**config.mk**
```make
export PLATFORM = sky130hd
export DESIGN_NAME = environment_alarm_annunciator_flat
export DESIGN_NICKNAME = d
export VERILOG_FILES = /design/src/sv/eaa_pkg.sv /design/src/sv/eaa_channels.sv /design/src/sv/eaa_csr.sv /design/src/sv/eaa_core.sv /design/src/sv/eaa_outbuf.sv /design/src/sv/environment_alarm_annunciator.sv /design/src/flat_wrapper.sv
export SDC_FILE = /design/constraint.sdc
export NUM_CORES = 1
export LEC_CHECK = 0
export ABC_CLOCK_PERIOD_IN_PS = 3700
export BUFFER_PORTS_ARGS = -buffer_cell sky130_fd_sc_hd__buf_4
export CAP_MARGIN = 10
export CORE_UTILIZATION = 35
export DETAILED_ROUTE_END_ITERATION = 8
export GPL_TIMING_DRIVEN = 0
export PLACE_DENSITY = 0.63
export SLEW_MARGIN = 20
export SYNTH_ARGS = -nofsm -noshare
export SYNTH_HDL_FRONTEND = slang
export SYNTH_SLANG_ARGS = --single-unit
```
**constraint.sdc**
```tcl
create_clock -name clock -period 3.7 [get_ports clock]
set_clock_uncertainty 0.2 [all_clocks]
set_input_delay 0.185 -clock clock [delete_from_list [all_inputs] [get_ports clock]]
set_output_delay 0.185 -clock clock [all_outputs]
set_load 0.01 [all_outputs]
```
**src/sv/eaa_pkg.sv**
```systemverilog
// ----------------------------------------------------------------------------
// eaa_pkg
// Shared types and constants for the environment alarm annunciator: register
// indexes, reset values, burst windows and the result payload.
// ----------------------------------------------------------------------------
package eaa_pkg;

   localparam int unsigned CsrIndexWidth = 3;
   localparam int unsigned CsrDataWidth  = 9;

   // Configuration register indexes
   typedef enum logic [CsrIndexWidth-1:0] {
      REG_TEMP_HIGH    = 3'd0,
      REG_TEMP_LOW     = 3'd1,
      REG_HUMID_HIGH   = 3'd2,
      REG_HUMID_LOW    = 3'd3,
      REG_PERSIST      = 3'd4,
      REG_PATTERN      = 3'd5,
      REG_POLL         = 3'd6,
      REG_RUN          = 3'd7
   } reg_index_type;

   // Register reset values
   localparam logic [7:0] TempHighReset  = 8'd30;
   localparam logic [7:0] TempLowReset   = 8'd20;
   localparam logic [7:0] HumidHighReset = 8'd70;
   localparam logic [7:0] HumidLowReset  = 8'd10;
   localparam logic [8:0] PersistReset   = 9'd500;
   localparam logic [8:0] PatternReset   = 9'd300;
   localparam logic [7:0] PollReset      = 8'd200;
   localparam logic [6:0] RunReset       = 7'd100;

   // Burst windows inside one pattern cycle (inclusive bounds)
   localparam logic [8:0] Burst0End   = 9'd10;
   localparam logic [8:0] Burst1Start = 9'd30;
   localparam logic [8:0] Burst1End   = 9'd40;
   localparam logic [8:0] Burst2Start = 9'd60;
   localparam logic [8:0] Burst2End   = 9'd70;
   localparam logic [8:0] Burst3Start = 9'd90;
   localparam logic [8:0] Burst3End   = 9'd100;

   typedef struct packed {
      logic [7:0] temp_high_limit;
      logic [7:0] temp_low_limit;
      logic [7:0] humid_high_limit;
      logic [7:0] humid_low_limit;
      logic [8:0] persist_ticks;
      logic [8:0] pattern_period;
      logic [7:0] poll_period;
      logic [6:0] run_period;
   } cfg_type;

   typedef struct packed {
      logic       read_request;
      logic       beeper_on;
      logic       alarm_lamp;
      logic       limit_lamp;
      logic       over_limit;
      logic [6:0] run_phase;
   } rsp_type;

   // Three-burst pattern used by the limit lamp
   function automatic logic limit_burst(input logic [8:0] c);
      limit_burst = (c <= Burst0End) ||
                    (c >= Burst1Start && c <= Burst1End) ||
                    (c >= Burst2Start && c <= Burst2End);
   endfunction

   // Four-burst pattern used by the clock alarm
   function automatic logic alarm_burst(input logic [8:0] c);
      alarm_burst = limit_burst(c) || (c >= Burst3Start && c <= Burst3End);
   endfunction

endpackage

```
**src/sv/eaa_channels.sv**
```systemverilog
// ----------------------------------------------------------------------------
// eaa channels
// Valid/ready channel interfaces for tick beats in and result beats out.
// ----------------------------------------------------------------------------
interface eaa_req_if;
   logic       valid;
   logic       ready;
   logic       alarm_active;
   logic [7:0] temp_reading;
   logic [7:0] humid_reading;

   modport source (output valid, alarm_active, temp_reading, humid_reading, input ready);
   modport sink   (input valid, alarm_active, temp_reading, humid_reading, output ready);
endinterface

interface eaa_rsp_if;
   logic       valid;
   logic       ready;
   logic       read_request;
   logic       beeper_on;
   logic       alarm_lamp;
   logic       limit_lamp;
   logic       over_limit;
   logic [6:0] run_phase;

   modport source (output valid, read_request, beeper_on, alarm_lamp, limit_lamp,
                   over_limit, run_phase, input ready);
   modport sink   (input valid, read_request, beeper_on, alarm_lamp, limit_lamp,
                   over_limit, run_phase, output ready);
endinterface

```
**src/sv/eaa_csr.sv**
```systemverilog
// ----------------------------------------------------------------------------
// eaa_csr
// Configuration register file: eight limit and period registers, write only.
// ----------------------------------------------------------------------------
module eaa_csr (
   input  logic                                 clock,
   input  logic                                 reset,
   input  logic                                 csr_we,
   input  logic [eaa_pkg::CsrIndexWidth-1:0]    csr_index,
   input  logic [eaa_pkg::CsrDataWidth-1:0]     csr_wdata,
   output eaa_pkg::cfg_type                     cfg
);

   eaa_pkg::cfg_type cfg_ff, cfg_in;

   // Select the register addressed by the write
   always_comb begin
      cfg_in = cfg_ff;
      if (csr_we) begin
         case (eaa_pkg::reg_index_type'(csr_index))
            eaa_pkg::REG_TEMP_HIGH:  cfg_in.temp_high_limit  = csr_wdata[7:0];
            eaa_pkg::REG_TEMP_LOW:   cfg_in.temp_low_limit   = csr_wdata[7:0];
            eaa_pkg::REG_HUMID_HIGH: cfg_in.humid_high_limit = csr_wdata[7:0];
            eaa_pkg::REG_HUMID_LOW:  cfg_in.humid_low_limit  = csr_wdata[7:0];
            eaa_pkg::REG_PERSIST:    cfg_in.persist_ticks    = csr_wdata[8:0];
            eaa_pkg::REG_PATTERN:    cfg_in.pattern_period   = csr_wdata[8:0];
            eaa_pkg::REG_POLL:       cfg_in.poll_period      = csr_wdata[7:0];
            eaa_pkg::REG_RUN:        cfg_in.run_period       = csr_wdata[6:0];
            default:                 cfg_in = cfg_ff;
         endcase
      end
   end

   // Load reset values, then hold until written
   always_ff @(posedge clock) begin
      if (reset) begin
         cfg_ff.temp_high_limit  <= eaa_pkg::TempHighReset;
         cfg_ff.temp_low_limit   <= eaa_pkg::TempLowReset;
         cfg_ff.humid_high_limit <= eaa_pkg::HumidHighReset;
         cfg_ff.humid_low_limit  <= eaa_pkg::HumidLowReset;
         cfg_ff.persist_ticks    <= eaa_pkg::PersistReset;
         cfg_ff.pattern_period   <= eaa_pkg::PatternReset;
         cfg_ff.poll_period      <= eaa_pkg::PollReset;
         cfg_ff.run_period       <= eaa_pkg::RunReset;
      end else begin
         cfg_ff <= cfg_in;
      end
   end

   assign cfg = cfg_ff;

endmodule

```
**src/sv/eaa_core.sv**
```systemverilog
// ----------------------------------------------------------------------------
// eaa_core
// Per-tick counter state and result logic; state advances on each accepted
// tick beat and the result for that tick is produced in the same cycle.
// ----------------------------------------------------------------------------
module eaa_core (
   input  logic              clock,
   input  logic              reset,
   input  eaa_pkg::cfg_type  cfg,
   input  logic              tick_take,
   input  logic              alarm_active,
   input  logic [7:0]        temp_reading,
   input  logic [7:0]        humid_reading,
   output eaa_pkg::rsp_type  result
);

   logic [7:0] poll_count_ff,    poll_count_in;
   logic [8:0] alarm_count_ff,   alarm_count_in;
   logic [6:0] run_count_ff,     run_count_in;
   logic [8:0] persist_count_ff, persist_count_in;
   logic [8:0] limit_count_ff,   limit_count_in;
   logic       limit_flag_ff,    limit_flag_in;
   logic       beeper_state_ff,  beeper_state_in;

   logic [8:0]  poll_sum;
   logic [9:0]  alarm_sum;
   logic [7:0]  run_sum;
   logic [9:0]  persist_sum;
   logic [9:0]  limit_sum;
   logic        poll_wrap, alarm_wrap, run_wrap, persist_wrap, limit_wrap;
   logic        out_of_limit;
   logic        alarm_lamp, limit_lamp;

   // Increment each counter and check it against its period
   always_comb begin
      poll_sum    = {1'b0, poll_count_ff} + 9'd1;
      alarm_sum   = {1'b0, alarm_count_ff} + 10'd1;
      run_sum     = {1'b0, run_count_ff} + 8'd1;
      persist_sum = {1'b0, persist_count_ff} + 10'd1;
      limit_sum   = {1'b0, limit_count_ff} + 10'd1;

      poll_wrap    = poll_sum[8] || (poll_sum >= {1'b0, cfg.poll_period});
      alarm_wrap   = alarm_sum[9] || (alarm_sum >= {1'b0, cfg.pattern_period});
      run_wrap     = run_sum[7] || (run_sum >= {1'b0, cfg.run_period});
      persist_wrap = persist_sum[9] || (persist_sum >= {1'b0, cfg.persist_ticks});
      limit_wrap   = limit_sum[9] || (limit_sum >= {1'b0, cfg.pattern_period});
   end

   // Compare readings against the limits
   assign out_of_limit = (temp_reading >= cfg.temp_high_limit) ||
                         (temp_reading <= cfg.temp_low_limit) ||
                         (humid_reading >= cfg.humid_high_limit) ||
                         (humid_reading <= cfg.humid_low_limit);

   // Next state and lamp outputs for this tick
   always_comb begin
      poll_count_in = poll_wrap ? 8'd0 : poll_sum[7:0];
      run_count_in  = run_wrap ? 7'd0 : run_sum[6:0];

      // Clock alarm pattern drives the beeper directly
      beeper_state_in = beeper_state_ff;
      if (alarm_active) begin
         alarm_count_in  = alarm_wrap ? 9'd0 : alarm_sum[8:0];
         alarm_lamp      = eaa_pkg::alarm_burst(alarm_count_in);
         beeper_state_in = alarm_lamp;
      end else begin
         alarm_count_in = 9'd0;
         alarm_lamp     = 1'b0;
      end

      // Persistence: set the flag when the count wraps, clear on any good tick
      if (out_of_limit) begin
         persist_count_in = persist_wrap ? 9'd0 : persist_sum[8:0];
         limit_flag_in    = limit_flag_ff || persist_wrap;
      end else begin
         persist_count_in = 9'd0;
         limit_flag_in    = 1'b0;
      end

      if (limit_flag_in) begin
         limit_count_in = limit_wrap ? 9'd0 : limit_sum[8:0];
         limit_lamp     = eaa_pkg::limit_burst(limit_count_in);
      end else begin
         limit_count_in = 9'd0;
         limit_lamp     = 1'b0;
      end

      // Drop the beeper when neither alarm is active
      if (!alarm_active && !limit_flag_in) begin
         beeper_state_in = 1'b0;
      end
   end

   // Advance state on each accepted tick
   always_ff @(posedge clock) begin
      if (reset) begin
         poll_count_ff    <= '0;
         alarm_count_ff   <= '0;
         run_count_ff     <= '0;
         persist_count_ff <= '0;
         limit_count_ff   <= '0;
         limit_flag_ff    <= 1'b0;
         beeper_state_ff  <= 1'b0;
      end else if (tick_take) begin
         poll_count_ff    <= poll_count_in;
         alarm_count_ff   <= alarm_count_in;
         run_count_ff     <= run_count_in;
         persist_count_ff <= persist_count_in;
         limit_count_ff   <= limit_count_in;
         limit_flag_ff    <= limit_flag_in;
         beeper_state_ff  <= beeper_state_in;
      end
   end

   always_comb begin
      result.read_request = poll_wrap;
      result.beeper_on    = beeper_state_in;
      result.alarm_lamp   = alarm_lamp;
      result.limit_lamp   = limit_lamp;
      result.over_limit   = limit_flag_in;
      result.run_phase    = run_count_in;
   end

endmodule

```
**src/sv/eaa_outbuf.sv**
```systemverilog
// ----------------------------------------------------------------------------
// eaa_outbuf
// Two-entry result register with skid slot, so a new tick can be taken while
// a finished result still waits for the receiver.
// ----------------------------------------------------------------------------
module eaa_outbuf (
   input  logic              clock,
   input  logic              reset,
   input  logic              push,
   input  eaa_pkg::rsp_type  push_data,
   output logic              can_push,
   output logic              head_valid,
   input  logic              pop,
   output eaa_pkg::rsp_type  head_data
);

   eaa_pkg::rsp_type head_ff, head_in;
   eaa_pkg::rsp_type skid_ff, skid_in;
   logic             head_vld_ff, head_vld_in;
   logic             skid_vld_ff, skid_vld_in;

   // Steer pushed beats into the head or the skid slot
   always_comb begin
      head_in     = head_ff;
      skid_in     = skid_ff;
      head_vld_in = head_vld_ff;
      skid_vld_in = skid_vld_ff;
      if (skid_vld_ff) begin
         if (pop) begin
            head_in     = skid_ff;
            skid_vld_in = 1'b0;
         end
      end else if (head_vld_ff) begin
         if (push && pop) begin
            head_in = push_data;
         end else if (push) begin
            skid_in     = push_data;
            skid_vld_in = 1'b1;
         end else if (pop) begin
            head_vld_in = 1'b0;
         end
      end else if (push) begin
         head_in     = push_data;
         head_vld_in = 1'b1;
      end
   end

   always_ff @(posedge clock) begin
      if (reset) begin
         head_vld_ff <= 1'b0;
         skid_vld_ff <= 1'b0;
      end else begin
         head_vld_ff <= head_vld_in;
         skid_vld_ff <= skid_vld_in;
      end
   end

   // Payload needs no reset
   always_ff @(posedge clock) begin
      head_ff <= head_in;
      skid_ff <= skid_in;
   end

   assign can_push   = !skid_vld_ff;
   assign head_valid = head_vld_ff;
   assign head_data  = head_ff;

endmodule

```
**src/sv/environment_alarm_annunciator.sv**
```systemverilog
// ----------------------------------------------------------------------------
// environment_alarm_annunciator
// Tick-driven annunciator: sensor poll pulse, clock alarm beeper/lamp bursts,
// over-limit detection with a blinking limit lamp, and a run phase counter.
//
// Usage:
//   req_chan carries one beat per 10 ms tick (alarm request, temperature,
//   humidity); rsp_chan returns exactly one result beat per tick, in order.
//   csr_we/csr_index/csr_wdata write the eight limit and period registers;
//   write them only while no tick is in flight.
//   A result enters the head register, or the skid slot if the head is full,
//   when its tick beat is accepted. Throughput: one tick per cycle while the
//   result buffer has room; all counter updates are a single add and compare
//   per counter, finished between the input port and the result register.
//   A two-entry result buffer keeps req_chan.ready high while one result
//   waits; with both entries full and the receiver stalled, req_chan.ready
//   drops until a result beat is taken.
//   Reset clears all counters, the over-limit flag, the beeper and the result
//   buffer, and loads the register defaults.
// ----------------------------------------------------------------------------
module environment_alarm_annunciator (
   input  logic                               clock,
   input  logic                               reset,
   eaa_req_if.sink                            req_chan,
   eaa_rsp_if.source                          rsp_chan,
   input  logic                               csr_we,
   input  logic [eaa_pkg::CsrIndexWidth-1:0]  csr_index,
   input  logic [eaa_pkg::CsrDataWidth-1:0]   csr_wdata
);

   eaa_pkg::cfg_type cfg;
   eaa_pkg::rsp_type tick_result;
   eaa_pkg::rsp_type head_data;
   logic             can_push;
   logic             tick_take;

   // Accept a tick beat whenever the result buffer has room
   assign req_chan.ready = can_push;
   assign tick_take      = req_chan.valid && can_push;

   eaa_csr u_csr (
      .clock     (clock),
      .reset     (reset),
      .csr_we    (csr_we),
      .csr_index (csr_index),
      .csr_wdata (csr_wdata),
      .cfg       (cfg)
   );

   eaa_core u_core (
      .clock         (clock),
      .reset         (reset),
      .cfg           (cfg),
      .tick_take     (tick_take),
      .alarm_active  (req_chan.alarm_active),
      .temp_reading  (req_chan.temp_reading),
      .humid_reading (req_chan.humid_reading),
      .result        (tick_result)
   );

   eaa_outbuf u_outbuf (
      .clock      (clock),
      .reset      (reset),
      .push       (tick_take),
      .push_data  (tick_result),
      .can_push   (can_push),
      .head_valid (rsp_chan.valid),
      .pop        (rsp_chan.valid && rsp_chan.ready),
      .head_data  (head_data)
   );

   // Drive result beat fields
   assign rsp_chan.read_request = head_data.read_request;
   assign rsp_chan.beeper_on    = head_data.beeper_on;
   assign rsp_chan.alarm_lamp   = head_data.alarm_lamp;
   assign rsp_chan.limit_lamp   = head_data.limit_lamp;
   assign rsp_chan.over_limit   = head_data.over_limit;
   assign rsp_chan.run_phase    = head_data.run_phase;

endmodule

```
**src/flat_wrapper.sv**
```systemverilog
// flat-port wrapper written by rule: the top's interface ports become plain ports
module environment_alarm_annunciator_flat 
  (clock, reset, csr_we, csr_index, csr_wdata, req_chan_valid, req_chan_alarm_active, req_chan_temp_reading, req_chan_humid_reading, req_chan_ready, rsp_chan_valid, rsp_chan_read_request, rsp_chan_beeper_on, rsp_chan_alarm_lamp, rsp_chan_limit_lamp, rsp_chan_over_limit, rsp_chan_run_phase, rsp_chan_ready);
  eaa_req_if req_chan_i ();
  eaa_rsp_if rsp_chan_i ();
  input  logic clock;
  input  logic reset;
  input  logic csr_we;
  input  logic [eaa_pkg::CsrIndexWidth-1:0] csr_index;
  input  logic [eaa_pkg::CsrDataWidth-1:0] csr_wdata;
  input wire logic [$bits(req_chan_i.valid)-1:0] req_chan_valid;
  input wire logic [$bits(req_chan_i.alarm_active)-1:0] req_chan_alarm_active;
  input wire logic [$bits(req_chan_i.temp_reading)-1:0] req_chan_temp_reading;
  input wire logic [$bits(req_chan_i.humid_reading)-1:0] req_chan_humid_reading;
  output wire logic [$bits(req_chan_i.ready)-1:0] req_chan_ready;
  output wire logic [$bits(rsp_chan_i.valid)-1:0] rsp_chan_valid;
  output wire logic [$bits(rsp_chan_i.read_request)-1:0] rsp_chan_read_request;
  output wire logic [$bits(rsp_chan_i.beeper_on)-1:0] rsp_chan_beeper_on;
  output wire logic [$bits(rsp_chan_i.alarm_lamp)-1:0] rsp_chan_alarm_lamp;
  output wire logic [$bits(rsp_chan_i.limit_lamp)-1:0] rsp_chan_limit_lamp;
  output wire logic [$bits(rsp_chan_i.over_limit)-1:0] rsp_chan_over_limit;
  output wire logic [$bits(rsp_chan_i.run_phase)-1:0] rsp_chan_run_phase;
  input wire logic [$bits(rsp_chan_i.ready)-1:0] rsp_chan_ready;
  assign req_chan_i.valid = req_chan_valid;
  assign req_chan_i.alarm_active = req_chan_alarm_active;
  assign req_chan_i.temp_reading = req_chan_temp_reading;
  assign req_chan_i.humid_reading = req_chan_humid_reading;
  assign req_chan_ready = req_chan_i.ready;
  assign rsp_chan_valid = rsp_chan_i.valid;
  assign rsp_chan_read_request = rsp_chan_i.read_request;
  assign rsp_chan_beeper_on = rsp_chan_i.beeper_on;
  assign rsp_chan_alarm_lamp = rsp_chan_i.alarm_lamp;
  assign rsp_chan_limit_lamp = rsp_chan_i.limit_lamp;
  assign rsp_chan_over_limit = rsp_chan_i.over_limit;
  assign rsp_chan_run_phase = rsp_chan_i.run_phase;
  assign rsp_chan_i.ready = rsp_chan_ready;
  environment_alarm_annunciator u_core (.clock(clock), .reset(reset), .req_chan(req_chan_i), .rsp_chan(rsp_chan_i), .csr_we(csr_we), .csr_index(csr_index), .csr_wdata(csr_wdata));
endmodule
```
==> impl_metrics.yaml <==
detailed_routing:
  wl_per_cell_um: 15.7
  drtPass1Iterations: 7
  drc: 2
  routed-via-count: 6646
  drt-total-wl_mm: 20.0
  viasPerCell: 5.20
  drt-initial-drc-count: 449
  ant_nets: 0
final_layout:
  area_growth_pct: 17.2
  insertedDiodeCount: 0
  fin_cells: 1279
  nets: 1099
  fin_area_um2: 9290
  drive_gt1_share_pct: 12.3
timing:
  hold_viol: 0
  max_slew_margin_pct: 45.7
  drv_slew: 0
  max_freq_mhz: 288
  fin_crit_sh_pct: 93.7
  min_period_ns: 3.47
  setup_viol: 0
  worstMarginPinSlew_ns: 0.815
setup_path:
  crit_path_end: "u_core.u_outbuf.head_data[8]"
  start_kind: "flop"
  startpoint: "u_core.u_core.limit_count_ff[0]"
  crit-reg2reg-launch: "u_core.u_core.limit_count_ff[0]"
  cp.required_ns: 3.67
  worst-setup-path-type: "reg2reg"
  r2r_end: "u_core.u_outbuf.head_data[8]"
  path_max_fanout: 9
  rr_worst_depth: 12
  endpoint_kind: "flop"
  cp_data_arrival_time_ns: 3.43
  rrSetupSlack_ns: 0.23
power:
  ir_drop_mv: 0.235
  p_leak_uw: 0.00393
  p_per_area_nw_per_um2: 398
logic_synthesis:
  yosysUniqueCellTypes: 80
  synth_fp_nets: 1033
  seq_area_frac_synth_pct: 37.1
  ys_async_sr_fraction_pct: 0
  yosys.area_share.simple_pct: 19.6
  syn_area_um2: 7930
  synth_most_common_cell: "nand2_1"
  synth_top_cell_area_share_pct: 28.0
  synth_top_area_cell: "dfxtp_1"
  synth_ff_type: "dfxtp_1"
  syn_inst: 920
  synthAdderAreaFrac_pct: 12.5
  synth.ff_latch_count: 135
  synth-edff-count: 24
  synth_mux_area_share_pct: 2.70
  synth_xor_xnor_area_share_pct: 3.76
  synth_top_family_by_area: "simple AND/OR/NAND/NOR gates"
  synthTopCellsByArea: "dfxtp_1, ha_1, edfxtp_1"
  synthTopCellsByCount: "nand2_1, dfxtp_1, inv_1"
  synth-compound-area-share_pct: 18.1
  syn-mean-instance-area_um2: 8.62
  yosysWarningCount: 0
min_path:
  min_path_type: "in2reg"
global_routing:
  grt_pass1_vias: 6235
  grt_use_total_pct: 17.5
  antenna_found_initial: 0
  grt_pass1_wl_mm: 32.2
  grt_remaining_overflow: 0
  grt_max_degree: 17
clock_network:
  cts_inserted_buffers: 17
  htree_levels: 4
  clock_path_buffers: 2
  clock-sinks: 135
  cts_tree: "yes"
  clk_pin_slew_ns: 0.06
  insertion_delay_ns: 0.42
  root_buffer: "clkbuf_16"
place:
  place_area_um2: 8580
  dp_cells: 1239
  gp_congestion: 0.857
  hpwl_mm: 14.6
  io_buffers: 39
die:
  dieWidth_um: 153
  start_util_pct: 36.0
  core-area_um2: 22000
  io_pins: 48
  die_h_um: 153
  row_count: 54
  design.die.area_um2: 23300
outcome:
  violations: "DRC"
  status: "finished, violations left"
job:
  cap_violations: 0
-- area by class of cell --
type,count,area (um2)
sequential,135,2950
inverter,83,312
clock buffer,19,433
fill,2172,12700
timing repair buffer,47,368
multi-input combinational,657,4520
tap,280,350
buffer,45,185
clock inverter,13,179
-- what timing repair did --
| action | CTS | global route |
|---|---|---|
| endpoints found under the setup margin | 0 | 8 |
| hold endpoints to repair | 18 | 0 |
| resized for setup | 0 | 10 |
| hold buffers | 6 | 0 |
| buffers inserted | 0 | 2 |
-- state kept, by name (all words and copies together), names as in the netlist --
register and cells:
u_core.u_core.alarm_count_ff 9, u_core.u_core.beeper_state_ff 1, u_core.u_outbuf.skid_ff 12, u_core.u_outbuf.skid_vld_ff 1, u_core.u_outbuf.head_valid 1, u_core.u_core.poll_count_ff 8, u_core.u_core.limit_flag_ff 1, u_core.u_csr.cfg 65
u_core.u_outbuf.head_data 12, u_core.u_core.run_count_ff 7, u_core.u_core.limit_count_ff 9, u_core.u_core.persist_count_ff 9
-- layout by cell type (no fill, tap or decap), types with 8 or more instances in the layout --
master / count
a21o_1: 12
a21oi_1: 52
and3_1: 17
buf_4: 43
clkbuf_1: 37
clkbuf_16: 17
dfxtp_1: 108
edfxtp_1: 24
ha_1: 77
inv_1: 80
mux2i_1: 18
nand2_1: 125
nand2b_1: 11
nand3_1: 38
nand4_1: 10
nor2_1: 66
nor3_1: 8
o211ai_1: 29
o21ai_0: 16
o31ai_1: 13
xnor2_1: 17
xor2_1: 17
-- where the power goes --
group | internal [uW] | leakage [uW] | total (uW) | switching, uW
combinational | 136 | 0.00251 | 348 | 212
clock | 1120 | 0.000292 | 1780 | 659
sequential | 1540 | 0.00113 | 1560 | 22.3
-- cells by family after synthesis --
group	Yosys count
adder cells (fa/ha/maj)	79
multiplexers	21
AO/OA/AOI/OAI	200
buffers and inverters	128
XOR/XNOR	34
flip-flops	135
AND/OR/NAND/NOR	323
-- worst min path at each step --
stage                              start                           to  slack [ns]  depth (start not counted)
final                       csr_index[0]         u_core.u_csr.cfg[57]        0.01                          4
after global routing        csr_index[0]         u_core.u_csr.cfg[62]        0.02                          4
after global placement    rsp_chan_ready  u_core.u_outbuf.skid_vld_ff        0.18                          2
after CTS                   csr_index[0]         u_core.u_csr.cfg[62]      0.0007                          4
after detailed placement  rsp_chan_ready  u_core.u_outbuf.skid_vld_ff        0.18                          2
after floorplan           rsp_chan_ready  u_core.u_outbuf.skid_vld_ff        0.09                          1
-- per-stage QoR --
step           hold WS (ns)  setup slack (ns)  total power, uW  setup TNS [ns]  util [%]
3_3_place_gp          0.185             0.133             1930               0      38.9
3_5_place_dp          0.184             0.135             1930               0      38.9
2_1_floorplan        0.0851             0.575             1800               0         -
6_report             0.0131             0.233             3700               0      42.2
5_1_grt              0.0205          -0.00277             3840        -0.00277      42.2
4_1_cts            0.000702            0.0881             3720               0      42.0
-- worst max-delay path, stage by stage, from the launching register on --
cell and delay [ns]:
dfxtp_2 0.42, ha_2 0.26, and3_1 0.25, nand3_1 0.20, nor2_1 0.19, xnor2_1 0.17
inv_1 0.12, ha_1 0.21, a2111oi_1 0.39, a21o_1 0.20, and3_1 0.26, a21boi_2 0.08
mux2_2 0.26
-- layer usage --
layer  track usage (%)  up-vias  routed length (um)
met5                 0        -                   0
met4              4.04        0                 206
met3              3.61       16                 739
met2              29.3      125                9620
met1              23.1     3117                9470
li1                  -     3388                   -
No activity file was read; power rests on OpenSTA's default activity.
